--- src/rtl/iex_pkg.sv ---
// ----------------------------------------------------------------------------
// iex_pkg
// Shared types and constants of the integer execute unit: opcodes, condition
// codes, fault codes, the decoded micro-op and the sequencer states.
// ----------------------------------------------------------------------------
package iex_pkg;

  localparam int NUM_REGS_DEF = 256;
  localparam int PC_WIDTH_DEF = 16;
  localparam int QDEPTH       = 2;
  localparam int IN_W         = 168;
  localparam int OUT_W        = 96;
  localparam int CFG_W        = 16;

  typedef enum logic [4:0] {
    OP_ADD, OP_SUB, OP_MUL, OP_DIV, OP_REM, OP_LAND, OP_LOR, OP_XOR, OP_NEG,
    OP_LNOT, OP_MOV, OP_CMP, OP_CSET, OP_CSEL, OP_JUMP, OP_CASE, OP_RET, OP_TRAP
  } op_e;

  localparam logic [3:0] CC_NONE  = 4'd0;
  localparam logic [3:0] CC_OVF   = 4'd1;
  localparam logic [3:0] CC_CARRY = 4'd2;
  localparam logic [3:0] CC_EQ    = 4'd3;
  localparam logic [3:0] CC_NE    = 4'd4;
  localparam logic [3:0] CC_LT    = 4'd5;
  localparam logic [3:0] CC_GT    = 4'd6;
  localparam logic [3:0] CC_LE    = 4'd7;
  localparam logic [3:0] CC_GE    = 4'd8;
  localparam logic [3:0] CC_TRUE  = 4'd9;
  localparam logic [3:0] CC_FALSE = 4'd10;

  localparam logic [2:0] FAULT_NONE  = 3'd0;
  localparam logic [2:0] FAULT_TRAP  = 3'd1;
  localparam logic [2:0] FAULT_LIMIT = 3'd2;
  localparam logic [2:0] FAULT_DIVZ  = 3'd3;
  localparam logic [2:0] FAULT_COND  = 3'd4;

  localparam logic [1:0] SZ_8  = 2'd0;
  localparam logic [1:0] SZ_16 = 2'd1;
  localparam logic [1:0] SZ_32 = 2'd2;
  localparam logic [1:0] SZ_64 = 2'd3;

  typedef struct packed {
    op_e         kind;
    logic        chk;
    logic        sgn;
    logic [1:0]  size;
    logic [3:0]  cond;
    logic [7:0]  dest;
    logic        a_from;
    logic [7:0]  a_reg;
    logic [63:0] a_imm;
    logic        b_from;
    logic [7:0]  b_reg;
    logic [63:0] b_imm;
  } uop_t;

  typedef enum logic [2:0] {
    ST_IDLE, ST_READ, ST_EXEC, ST_MUL, ST_MULEND, ST_DIV, ST_FIN
  } st_e;

endpackage

--- src/rtl/iex_queue.sv ---
// ----------------------------------------------------------------------------
// iex_queue
// Short issue queue of decoded micro-ops between the front and back parts.
// ----------------------------------------------------------------------------
module iex_queue (
  input  logic          clk,
  input  logic          rst,
  input  logic          push_valid,
  output logic          push_ready,
  input  iex_pkg::uop_t push_uop,
  output logic          pop_valid,
  input  logic          pop,
  output iex_pkg::uop_t pop_uop
);

  localparam int PW = (iex_pkg::QDEPTH > 1) ? $clog2(iex_pkg::QDEPTH) : 1;
  localparam int CW = $clog2(iex_pkg::QDEPTH + 1);

  iex_pkg::uop_t slots [iex_pkg::QDEPTH];
  logic [PW-1:0] wr_ptr;
  logic [PW-1:0] rd_ptr;
  logic [CW-1:0] count;
  logic          do_push;
  logic          do_pop;

  assign push_ready = (count != CW'(iex_pkg::QDEPTH));
  assign pop_valid  = (count != '0);
  assign pop_uop    = slots[rd_ptr];
  assign do_push    = push_valid && push_ready;
  assign do_pop     = pop && pop_valid;

  always_ff @(posedge clk) begin
    if (do_push) begin
      slots[wr_ptr] <= push_uop;
    end
  end

  always_ff @(posedge clk) begin
    if (rst) begin
      wr_ptr <= '0;
      rd_ptr <= '0;
      count  <= '0;
    end else begin
      if (do_push) begin
        wr_ptr <= (wr_ptr == PW'(iex_pkg::QDEPTH - 1)) ? '0 : wr_ptr + PW'(1);
      end
      if (do_pop) begin
        rd_ptr <= (rd_ptr == PW'(iex_pkg::QDEPTH - 1)) ? '0 : rd_ptr + PW'(1);
      end
      if (do_push && !do_pop) begin
        count <= count + CW'(1);
      end else if (do_pop && !do_push) begin
        count <= count - CW'(1);
      end
    end
  end

endmodule

--- config.mk ---
export PLATFORM = sky130hd
export DESIGN_NAME = iex_queue
export DESIGN_NICKNAME = d
export VERILOG_FILES = /design/src/rtl/iex_pkg.sv /design/src/rtl/iex_queue.sv
export SDC_FILE = /design/constraint.sdc
export NUM_CORES = 1
export LEC_CHECK = 0
export BUFFER_PORTS_ARGS = -buffer_cell sky130_fd_sc_hd__buf_4
export CAP_MARGIN = 5
export CORE_MARGIN = 3
export CORE_UTILIZATION = 40
export CTS_BUF_LIST = sky130_fd_sc_hd__clkbuf_4
export DETAILED_ROUTE_END_ITERATION = 7
export SYNTH_ARGS = -nofsm -noshare
export SYNTH_HDL_FRONTEND = slang
export SYNTH_SLANG_ARGS = --single-unit
--- constraint.sdc ---
create_clock -name clk -period 11.2 [get_ports clk]
set_input_delay 1.68 -clock clk [delete_from_list [all_inputs] [get_ports clk]]
set_output_delay 1.68 -clock clk [all_outputs]
set_load 0.02 [all_outputs]
==> qor.yml, run 1 <==
status:
  status: "finished, final reports clean"
clock_network:
  clk_latency_ns: 0.68
  clockBufferDepth: 3
  numCtsBuffers: 89
  clk_pin_slew_worst_paths_ns: 0.06
  cts_sinks: 339
  post_cts_buffers: 0
  cts_tree: "yes"
  cts_root_buf: "clkbuf_4"
  ctsResizeCount: 0
  ctsHoldBuffers: 0
  cts_max_level: 3
yosys:
  synthCells: 544
  synth.area.top_cells: "edfxtp_1 (78%), mux2_4 (14%), mux2_2 (4.1%), buf_6 (1.3%), dfxtp_1 (0.78%)"
  synth-edff-count: 334
  avgSynthCellArea_um2: 23.5
  syn_nets: 716
  ys_warn_count: 0
  ys_seq_area_share_pct: 79.2
  synth.distinct_cells: 20
  ys.flop_type: "edfxtp_1"
  synth_area_um2: 12800
  yosysTopAreaCell: "edfxtp_1"
  async_reset_ff_share_pct: 0
  synth_seq_cells: 339
  synth_top_cell_area_share_pct: 78.5
sta:
  finalSetupTns_ns: 0
  rsz0062_at_grt: "no"
  clock_skew_ns: 0.0314
  setup_viol: 0
  min_period_ns: 5.07
  relSlewSlack_pct: 29.8
  hold_viol_final: 0
  layout_worst_path_cycle_share_pct: 45.3
  slew_viol_final: 0
  fmax_mhz: 197
  worstMarginPinSlew_ns: 1.05
detailed_routing:
  dr_wl_met3_mm: 3.19
  top_layer: "met4"
  vias: 6541
  postRouteAntennaNets: 0
  drt_first_pass_iters: 4
  drt_iter0_markers: 305
  wirelength_mm: 26.2
  drc: 0
  post_drt_wl_per_cell_um: 18.4
  vias_per_cell: 4.60
  met2WireLength_mm: 12.7
  wl_met1_mm: 9.79
cells_and_area:
  fin_nets: 1133
  drive_gt1_share_pct: 64.0
  final_util_pct: 54.2
  final_cell_mix: "buf_4 (345), edfxtp_1 (334), clkbuf_4 (131)"
  areaGrowthSynthToFinish_pct: 31.6
  fillers: 2573
  final_common_cell: "buf_4"
critical_path:
  cp-start-kind: "flip-flop"
  cp_common_cell: "buf_4"
  rr_worst_depth: 4
  path_buf_inv: 3
  cp_data_required_time_ns: 9.52
  slowest_delay_ns: 0.81
  r2r_end: "slots[1][100]"
  r2r-start: "count[0]"
  crit_type: "reg2out"
  rrSetupSlack_ns: 7.81
  worstPathArrival_ns: 3.39
  critPathSlowestCell: "buf_4"
  crit_family: "buffers and inverters"
  worstSetupEndpointType: "primary output"
  crit_chain: "buf_4 -> buf_4 -> mux2_2 -> buf_4"
  path_max_fanout: 51
min_path:
  min_to: "rd_ptr"
  hold_class: "reg2reg"
  hold_depth: 2
  min_from: "rd_ptr"
grt:
  antenna_found_initial: 2
  grt_max_degree: 107
  grt.total_usage_pct: 14.8
  grt_pass1_vias: 7173
  grt-ovfl-total: 0
  grt_first_pass_wirelength_mm: 38.9
die:
  fp.dieW_um: 185
  core_um2: 31100
  dieArea_um2: 34100
  dieHeight_um: 185
  initial_core_util_pct: 41.1
  ios: 340
  row_count: 64
place:
  port_buffers: 339
  hpwlAfterDp_mm: 17.0
  finalWeightedCongestion: 0.717
pwr:
  power.total_mw: 3.88
  ir_drop_uv: 161
  p_leak_nw: 6.57
  power_density_nw_per_um2: 231
run:
  max_cap_viol_count: 0
## state kept, by name, indices dropped and copies added (netlist names), named ones only
signal / count
slots: 334
count: 2
rd_ptr: 1
wr_ptr: 1
## per-layer routing
metal  global-route usage [%]  up-vias
met2                     23.9      287
met1                     16.4     3140
met3                     8.19       49
met4                     6.06        0
met5                        0        -
li1                         -     3065
## worst max path at each step
stage / from / endpoint / depth (start not counted)
global placement: push_valid / slots[1][108] / 4
floorplan: push_valid / slots[1][0] / 1
CTS: flip-flop / pop_uop[122] / 4
detailed placement: push_valid / slots[1][108] / 4
finish: flip-flop / pop_uop[122] / 4
global route: flip-flop / pop_uop[119] / 4
## worst register-to-register path, cell delays in order (launching register included)
cell and delay, ns:
dfxtp_1 0.41, nand2b_1 0.23, and3_4 0.73, buf_4 0.74
buf_4 0.84
## area by class of cell
type | count | area, um2 | share of cell area (%)
flip-flops and latches | 339 | 10100 | 60.2
repair buffers | 345 | 2590 | 15.4
multi-input cells | 185 | 2450 | 14.6
clock buffers | 131 | 983 | 5.84
well taps | 396 | 495 | 2.94
clock inverters | 22 | 154 | 0.915
inverters | 1 | 8.76 | 0.0520
diodes | 3 | 7.51 | 0.0446
## Yosys cell counts (2+ instances only)
cell	count
dfxtp_1	5
edfxtp_1	334
buf_2	3
o21ai_0	2
mux2_4	120
nor2_1	3
buf_6	15
xor2_1	3
mux2_2	47
a21oi_1	2
## where the power goes
part	leakage [nW]	total [mW]	switching (mW)	internal (mW)
Clock	0.667	1.05	0.473	0.580
Combinational	2.75	1.18	0.613	0.570
Sequential	3.16	1.64	0.0553	1.59
Total	6.57	3.88	1.14	2.74
## kinds of logic after synthesis
group                      synth area share, %
AOI/OAI and AO/OA                        0.235
adders and majority gates               0.0979
buffers and inverters                     1.59
DFF                                       79.2
and+or+nand+nor                          0.392
xor gates and xnor gates                 0.206
muxes                                     18.2
## per-stage QoR
stage               area, um2  hold slack (ns)  setup slack, ns  instances
detailed placement      15700            0.501             6.66       1266
global route            16800            0.568             5.85       1421
floorplan               12800            0.471             5.10        544
CTS                     16800            0.521             5.95       1419
global placement        15700            0.485             6.66       1266
finish                  16800            0.521             6.13       1422
Note: power is estimated with default switching activity, not from simulation.
==> inputs of run 2 (changes only) <==
--- a/config.mk
+++ b/config.mk
@@ -5,12 +5,14 @@
 export SDC_FILE = /design/constraint.sdc
 export NUM_CORES = 1
 export LEC_CHECK = 0
+export ABC_AREA = 1
 export BUFFER_PORTS_ARGS = -buffer_cell sky130_fd_sc_hd__buf_4
 export CAP_MARGIN = 5
 export CORE_MARGIN = 3
 export CORE_UTILIZATION = 40
 export CTS_BUF_LIST = sky130_fd_sc_hd__clkbuf_4
 export DETAILED_ROUTE_END_ITERATION = 7
+export PLACE_DENSITY = 0.66
 export SYNTH_ARGS = -nofsm -noshare
 export SYNTH_HDL_FRONTEND = slang
 export SYNTH_SLANG_ARGS = --single-unit
==> constraint.sdc (replaced) <==
create_clock -name clk -period 4.55 [get_ports clk]
set_input_delay 0.6825 -clock clk [delete_from_list [all_inputs] [get_ports clk]]
set_output_delay 0.6825 -clock clk [all_outputs]
set_load 0.02 [all_outputs]
==> qor.yml, run 2 <==
sta:
  clock_skew_ns: 0.0361  # was 0.0314 ns
  slew_viol_final: 0  # unchanged
  relSlewSlack_pct: 30.4  # was 29.8%
  setup_viol: 0  # unchanged
  rsz0062_at_grt: "no"  # unchanged
  worstMarginPinSlew_ns: 1.04  # was 1.05 ns
  fmax_mhz: 305
  layout_worst_path_cycle_share_pct: 72.1
  min_period_ns: 3.28
  setup_ws_ns: 1.27  # was 6.13 ns
  finalSetupTns_ns: 0  # unchanged
  hold_viol_final: 0  # unchanged
detailed_routing:
  post_drt_wl_per_cell_um: 17.9  # was 18.4 um
  drt_first_pass_iters: 4  # unchanged
  wirelength_mm: 25.7  # was 26.2 mm
  postRouteAntennaNets: 0  # unchanged
  vias: 6638  # was 6541
  drc: 0  # unchanged
  drt_iter0_markers: 282  # was 305
  vias_per_cell: 4.62  # was 4.60
cells_and_area:
  fin_nets: 1145  # was 1133
  fillers: 2551  # was 2573
  top_regs: "slots x334, count x2"  # unchanged
  final_cell_mix: "buf_4 (339), edfxtp_1 (334), clkbuf_4 (135)"  # was buf_4 (345), edfxtp_1 (334), clkbuf_4 (131)
  areaGrowthSynthToFinish_pct: 32.0  # was 31.6%
  largest_reg_flops: 334  # unchanged
  fin_cells: 1438  # was 1422
  final_common_cell: "buf_4"  # unchanged
  final_util_pct: 54.5  # was 54.2%
  drive_gt1_share_pct: 63.2  # was 64.0%
  top_register: "slots"  # unchanged
yosys:
  synth_area_um2: 12800  # about the same
  synth_top_family_by_area: "multiplexers"  # unchanged
  synth-simple-area-share_pct: 0.595  # was 0.392%
  synth_top_cell_area_share_pct: 78.2  # was 78.5%
  syn_nets: 729  # was 716
  yosysTopAreaCell: "edfxtp_1"  # unchanged
  synthAdderAreaFrac_pct: 0.0975  # was 0.0979%
  synth-xor-area-share_pct: 0  # was 0.206%
  synth-compound-area-share_pct: 0.156  # was 0.235%
  synth.area.top_cells: "edfxtp_1 (78%), mux2_4 (15%), mux2_2 (3.2%), buf_6 (1.4%), dfxtp_1 (0.78%)"  # was edfxtp_1 (78%), mux2_4 (14%), mux2_2 (4.1%), buf_6 (1.3%), dfxtp_1 (0.78%)
  synth_seq_cells: 339  # unchanged
  synthMuxAreaShare_pct: 18.5  # was 18.2%
  synth.distinct_cells: 14  # was 20
  synth-edff-count: 334  # unchanged
  synth_commonest_cells: "edfxtp_1 (334), mux2_4 (130), mux2_2 (37), buf_6 (16), nand2_1 (9)"  # was edfxtp_1 (334), mux2_4 (120), mux2_2 (47), buf_6 (15), dfxtp_1 (5)
  ys_seq_area_share_pct: 78.9  # was 79.2%
  ys.flop_type: "edfxtp_1"  # unchanged
  async_reset_ff_share_pct: 0  # unchanged
  synth.most_common_cell: "edfxtp_1"  # unchanged
  ys_warn_count: 0  # unchanged
  avgSynthCellArea_um2: 23.0  # was 23.5 um2
  synthCells: 557  # was 544
critical_path:
  worstPathArrival_ns: 2.60  # was 3.39 ns
  worstSetupEndpointType: "primary output"  # unchanged
  critPathSlowestCell: "dfxtp_4"  # was buf_4
  crit_type: "reg2out"  # unchanged
  slowest_delay_ns: 0.84  # was 0.81 ns
  cp-start-kind: "flip-flop"  # unchanged
  path_max_fanout: 49  # was 51
  crit_chain: "buf_12 -> mux2_2 -> buf_4"  # was buf_4 -> buf_4 -> mux2_2 -> buf_4
  cp_data_required_time_ns: 3.87  # was 9.52 ns
status:
  status: "finished, final reports clean"  # unchanged
clock_network:
  numCtsBuffers: 89  # unchanged
  ctsResizeCount: 0  # unchanged
  cts_tree: "yes"  # unchanged
  clockBufferDepth: 3  # unchanged
  clk_pin_slew_worst_paths_ns: 0.07  # was 0.06 ns
  cts_root_buf: "clkbuf_4"  # unchanged
  ctsHoldBuffers: 0  # unchanged
  clk_latency_ns: 0.71  # was 0.68 ns
  post_cts_buffers: 0  # unchanged
  cts_sinks: 339  # unchanged
  cts_max_level: 3  # unchanged
grt:
  grt.total_usage_pct: 14.5  # was 14.8%
  grt_first_pass_wirelength_mm: 37.8  # was 38.9 mm
  grt_pass1_vias: 7033  # was 7173
  grt_max_degree: 168  # was 107
  antenna_found_initial: 2  # unchanged
  grt-ovfl-total: 0  # unchanged
pwr:
  ir_drop_uv: 324  # was 161 uV
  power.total_mw: 9.35  # was 3.88 mW
  p_leak_nw: 6.67  # was 6.57 nW
  power_density_nw_per_um2: 552  # was 231 nW/um2
die:
  ios: 340  # unchanged
  dieHeight_um: 185  # about the same
  row_count: 64  # unchanged
  initial_core_util_pct: 41.3  # was 41.1%
  dieArea_um2: 34300  # was 34100 um2
  fp.dieW_um: 185  # about the same
  core_um2: 31100  # unchanged
place:
  hpwlAfterDp_mm: 16.4  # was 17.0 mm
  port_buffers: 339  # unchanged
  placed_cells: 1278  # was 1266
  finalWeightedCongestion: 0.736  # was 0.717
  place_ws_ns: 1.97  # was 6.66 ns
min_path:
  hold_class: "in2reg"  # was reg2reg
run:
  max_cap_viol_count: 0  # unchanged
[run 2: changes by cell type after synthesis, moves of 2 or more]
cell | before | now
inv_1 | 1 | 8
mux2_2 | 47 | 37
nand3_1 | 0 | 2
nand2_1 | 0 | 9
xor2_1 | 3 | 0
mux2_4 | 120 | 130
nor2_1 | 3 | 7
[run 2: area by class of cell]
class | count | area (um2) | share of cell area [%]
Clock buffer | 135 | 1010 | 5.98
Clock inverter | 22 | 121 | 0.717
Timing Repair Buffer | 344 | 2650 | 15.6
Tap cell | 396 | 495 | 2.93
Inverter | 8 | 30.0 | 0.177
Antenna cell | 3 | 7.51 | 0.0443
Multi-Input combinational cell | 191 | 2490 | 14.7
Sequential cell | 339 | 10100 | 59.8
[run 2: final timing paths]
kind	to	slack [ns]	start	depth (start not counted)
worst max-delay path	pop_uop[147]	1.27	flip-flop	3
worst max register to register	slots[1][22]	2.46	count[0]	5
worst min register to register	flip-flop	0.50	rd_ptr	2
worst min-delay path	slots[1][8]	0.13	push_uop[8]	1
[run 2: logic make-up after synthesis]
group	count (synthesis)
compound gates	4
fa+ha+maj	1
buf+inv	27
flops	339
mux	167
simple gates	19
[run 2: worst max-delay path: cells and delay by family (launching register included)]
family	cells	cell delay (ns)
DFF	1	0.84
buffers and inverters	2	0.54
muxes	1	0.39
[run 2: through the flow]
step                hold WS (ns)  instance area [um2]
finish                     0.133                16900
detailed placement         0.483                15800
global placement           0.479                15800
CTS                       0.0170                16900
floorplan                  0.465                12800
global route              0.0270                16900
[run 2: layer usage]
layer / share of wire, % / track usage, % / up-vias
li1: - / - / 3110
met1: 36 / 15.6 / 3189
met2: 52 / 24.4 / 288
met3: 9.9 / 7.13 / 51
met4: 2.2 / 5.91 / 0
met5: 0 / 0 / -
[run 2: power by group]
part | internal (mW) | total (mW) | switching [mW]
logic | 1.29 | 2.70 | 1.40
clock network | 1.41 | 2.55 | 1.15
registers | 3.96 | 4.11 | 0.148
==> inputs of run 3 (changes only) <==
--- a/config.mk
+++ b/config.mk
@@ -12,7 +12,6 @@
 export CORE_UTILIZATION = 40
 export CTS_BUF_LIST = sky130_fd_sc_hd__clkbuf_4
 export DETAILED_ROUTE_END_ITERATION = 7
-export PLACE_DENSITY = 0.66
 export SYNTH_ARGS = -nofsm -noshare
 export SYNTH_HDL_FRONTEND = slang
 export SYNTH_SLANG_ARGS = --single-unit
==> constraint.sdc (replaced) <==
create_clock -name clk -period 3.26 [get_ports clk]
set_input_delay 0.489 -clock clk [delete_from_list [all_inputs] [get_ports clk]]
set_output_delay 0.489 -clock clk [all_outputs]
set_load 0.02 [all_outputs]
==> qor.yml, run 3 (synthesis gave the netlist of run 2 again) <==
pwr:
  power_density_nw_per_um2: 711  # was 552 nW/um2
  power.share.switching_pct: 28.9  # was 28.8%
  ir_drop_uv: 462  # was 324 uV
  seqPwrFrac_pct: 42.9  # was 43.9%
  p_leak_nw: 7.38  # was 6.67 nW
  combPwrFrac_pct: 30.5  # was 28.8%
  internal_power_mw: 9.42  # was 6.66 mW
  power.net_switching_mw: 3.82  # was 2.70 mW
  power_frac_clock_pct: 26.6  # was 27.3%
sta:
  clock_skew_ns: 0.0452  # was 0.0361 ns
  relSlewSlack_pct: 57.7  # was 30.4%
  hold_viol_final: 0  # unchanged
  setup_viol: 0  # unchanged
  hold_ws_ns: 0.114  # was 0.133 ns
  min_period_ns: 2.76
  finalSetupTns_ns: 0  # unchanged
  rsz0062_at_grt: "no"  # unchanged
  fmax_mhz: 363
  layout_worst_path_cycle_share_pct: 84.6
  slew_viol_final: 0  # unchanged
  worstMarginPinSlew_ns: 0.633  # was 1.04 ns
critical_path:
  r2r_end: "slots[0][77]"  # was slots[1][22]
  cp_data_required_time_ns: 2.77  # was 3.87 ns
  rrSetupSlack_ns: 1.40  # was 2.46 ns
  worstSetupEndpointType: "primary output"  # unchanged
  worstPathArrival_ns: 2.27  # was 2.60 ns
  crit_type: "reg2out"  # unchanged
  r2r-start: "count[0]"  # unchanged
  path_max_fanout: 27  # was 49
  rr_worst_depth: 5  # unchanged
  cp-start-kind: "flip-flop"  # unchanged
die:
  initial_core_util_pct: 41.3  # unchanged
  fp.dieW_um: 185  # unchanged
  ios: 340  # unchanged
  core_um2: 31100  # unchanged
  dieArea_um2: 34300  # unchanged
  dieHeight_um: 185  # unchanged
  row_count: 64  # unchanged
cells_and_area:
  top_register: "slots"  # unchanged
  top_regs: "slots x334, count x2"  # unchanged
  areaGrowthSynthToFinish_pct: 45.2  # was 32.0%
  drive_gt1_share_pct: 54.9  # was 63.2%
  final_common_cell: "buf_4"  # unchanged
  fillers: 2385  # was 2551
  fin_nets: 1317  # was 1145
  largest_reg_flops: 334  # unchanged
  fin_cells: 1595  # was 1438
  fin_area_um2: 18600  # was 16900 um2
  final_cell_mix: "buf_4 (343), edfxtp_1 (334), dlygate4sd3_1 (167)"  # was buf_4 (339), edfxtp_1 (334), clkbuf_4 (135)
detailed_routing:
  drt_iter0_markers: 366  # was 282
  drc: 0  # unchanged
  vias_per_cell: 4.56  # was 4.62
  drt_first_pass_iters: 4  # unchanged
  post_drt_wl_per_cell_um: 17.4  # was 17.9 um
  vias: 7270  # was 6638
  postRouteAntennaNets: 0  # unchanged
  wirelength_mm: 27.8  # was 25.7 mm
run:
  max_cap_viol_count: 0  # unchanged
grt:
  grt-ovfl-total: 0  # unchanged
  grt_max_degree: 85  # was 168
  antenna_found_initial: 1  # was 2
  grt.total_usage_pct: 15.8  # was 14.5%
  grt_pass1_vias: 7946  # was 7033
  grt_first_pass_wirelength_mm: 42.0  # was 37.8 mm
clock_network:
  numCtsBuffers: 88  # was 89
  clockBufferDepth: 3  # unchanged
  ctsResizeCount: 0  # unchanged
  cts_root_buf: "clkbuf_4"  # unchanged
  clk_latency_ns: 0.66  # was 0.71 ns
  cts_tree: "yes"  # unchanged
  cts_max_level: 3  # unchanged
  post_cts_buffers: 0  # unchanged
  cts_sinks: 339  # unchanged
  clk_pin_slew_worst_paths_ns: 0.07  # about the same
place:
  placed_area_um2: 15900  # was 15800 um2
  placed_cells: 1284  # was 1278
  finalWeightedCongestion: 0.724  # was 0.736
  hpwlAfterDp_mm: 17.5  # was 16.4 mm
  port_buffers: 339  # unchanged
status:
  status: "finished, final reports clean"  # unchanged
min_path:
  hold_depth: 3  # was 1
  hold_class: "in2reg"  # unchanged
  min_from: "pop"  # was push_uop[8]
==> run 3: cell count changes in the layout (fill, tap and decap cells not counted), sizes merged <==
| cell | delta |
|---|---|
| dlygate4sd3 | +167 |
| clkinv | -8 |
| clkinvlp | -1 |
| buf | +6 |
| clkbuf | -7 |
| bufinv | +1 |
| diode | -1 |
==> run 3: final cells by class <==
cell class | instances | area (um2) | share of cell area (%)
diodes | 2 | 5.00 | 0.0269
clock buffers | 128 | 961 | 5.16
clock inverters | 14 | 114 | 0.611
inverters | 8 | 30.0 | 0.161
multi-input cells | 191 | 2510 | 13.5
flip-flops and latches | 339 | 10100 | 54.4
well taps | 396 | 495 | 2.66
repair buffers | 517 | 4390 | 23.5
==> run 3: power by group through the flow <==
stage | Clock (mW) | Combinational (mW) | Sequential [mW]
after floorplan | 0 | 2.51 | 5.75
after global placement | 0 | 3.91 | 5.76
after detailed placement | 0 | 3.92 | 5.79
after CTS | 3.68 | 4.10 | 5.69
after global routing | 3.92 | 4.28 | 5.74
final | 3.52 | 4.04 | 5.69
==> run 3: worst max path at each step <==
| stage | endpoint | slack [ns] | cells after the start | from |
|---|---|---|---|---|
| 2_1_floorplan | slots[0][0] | -0.19 | 4 | count[0] |
| 4_1_cts | pop_uop[156] | 0.42 | 3 | flip-flop |
| 6_report | pop_uop[156] | 0.50 | 3 | flip-flop |
| 3_5_place_dp | pop_uop[156] | 1.16 | 3 | flip-flop |
| 3_3_place_gp | pop_uop[156] | 1.16 | 3 | flip-flop |
| 5_1_grt | pop_uop[156] | 0.35 | 3 | flip-flop |
==> run 3: worst max-delay path, cell delays in order (launching register included) <==
cell and delay [ns]:
dfxtp_4 0.65, buf_4 0.39, mux2_2 0.40, buf_4 0.16
==> run 3: through the flow <==
step	power, mW	util (%)	setup slack (ns)
after detailed placement	9.71	51.1	1.16
after floorplan	8.26	-	-0.191
after global placement	9.68	51.1	1.16
after global routing	13.9	60.0	0.351
after CTS	13.5	60.0	0.418
final	13.2	60.0	0.502
==> run 3: layer usage <==
layer	GRT usage [%]	routed length, um	vias up
met5	0	0	-
met2	27.4	14300	280
li1	-	-	3423
met1	17.9	10600	3514
met3	6.09	2230	53
met4	5.40	583	0
==> run 3: what timing repair did <==
item,in CTS,in global routing
endpoints found under the hold margin,334,0
hold buffers,167,0
setup endpoints to repair,0,0
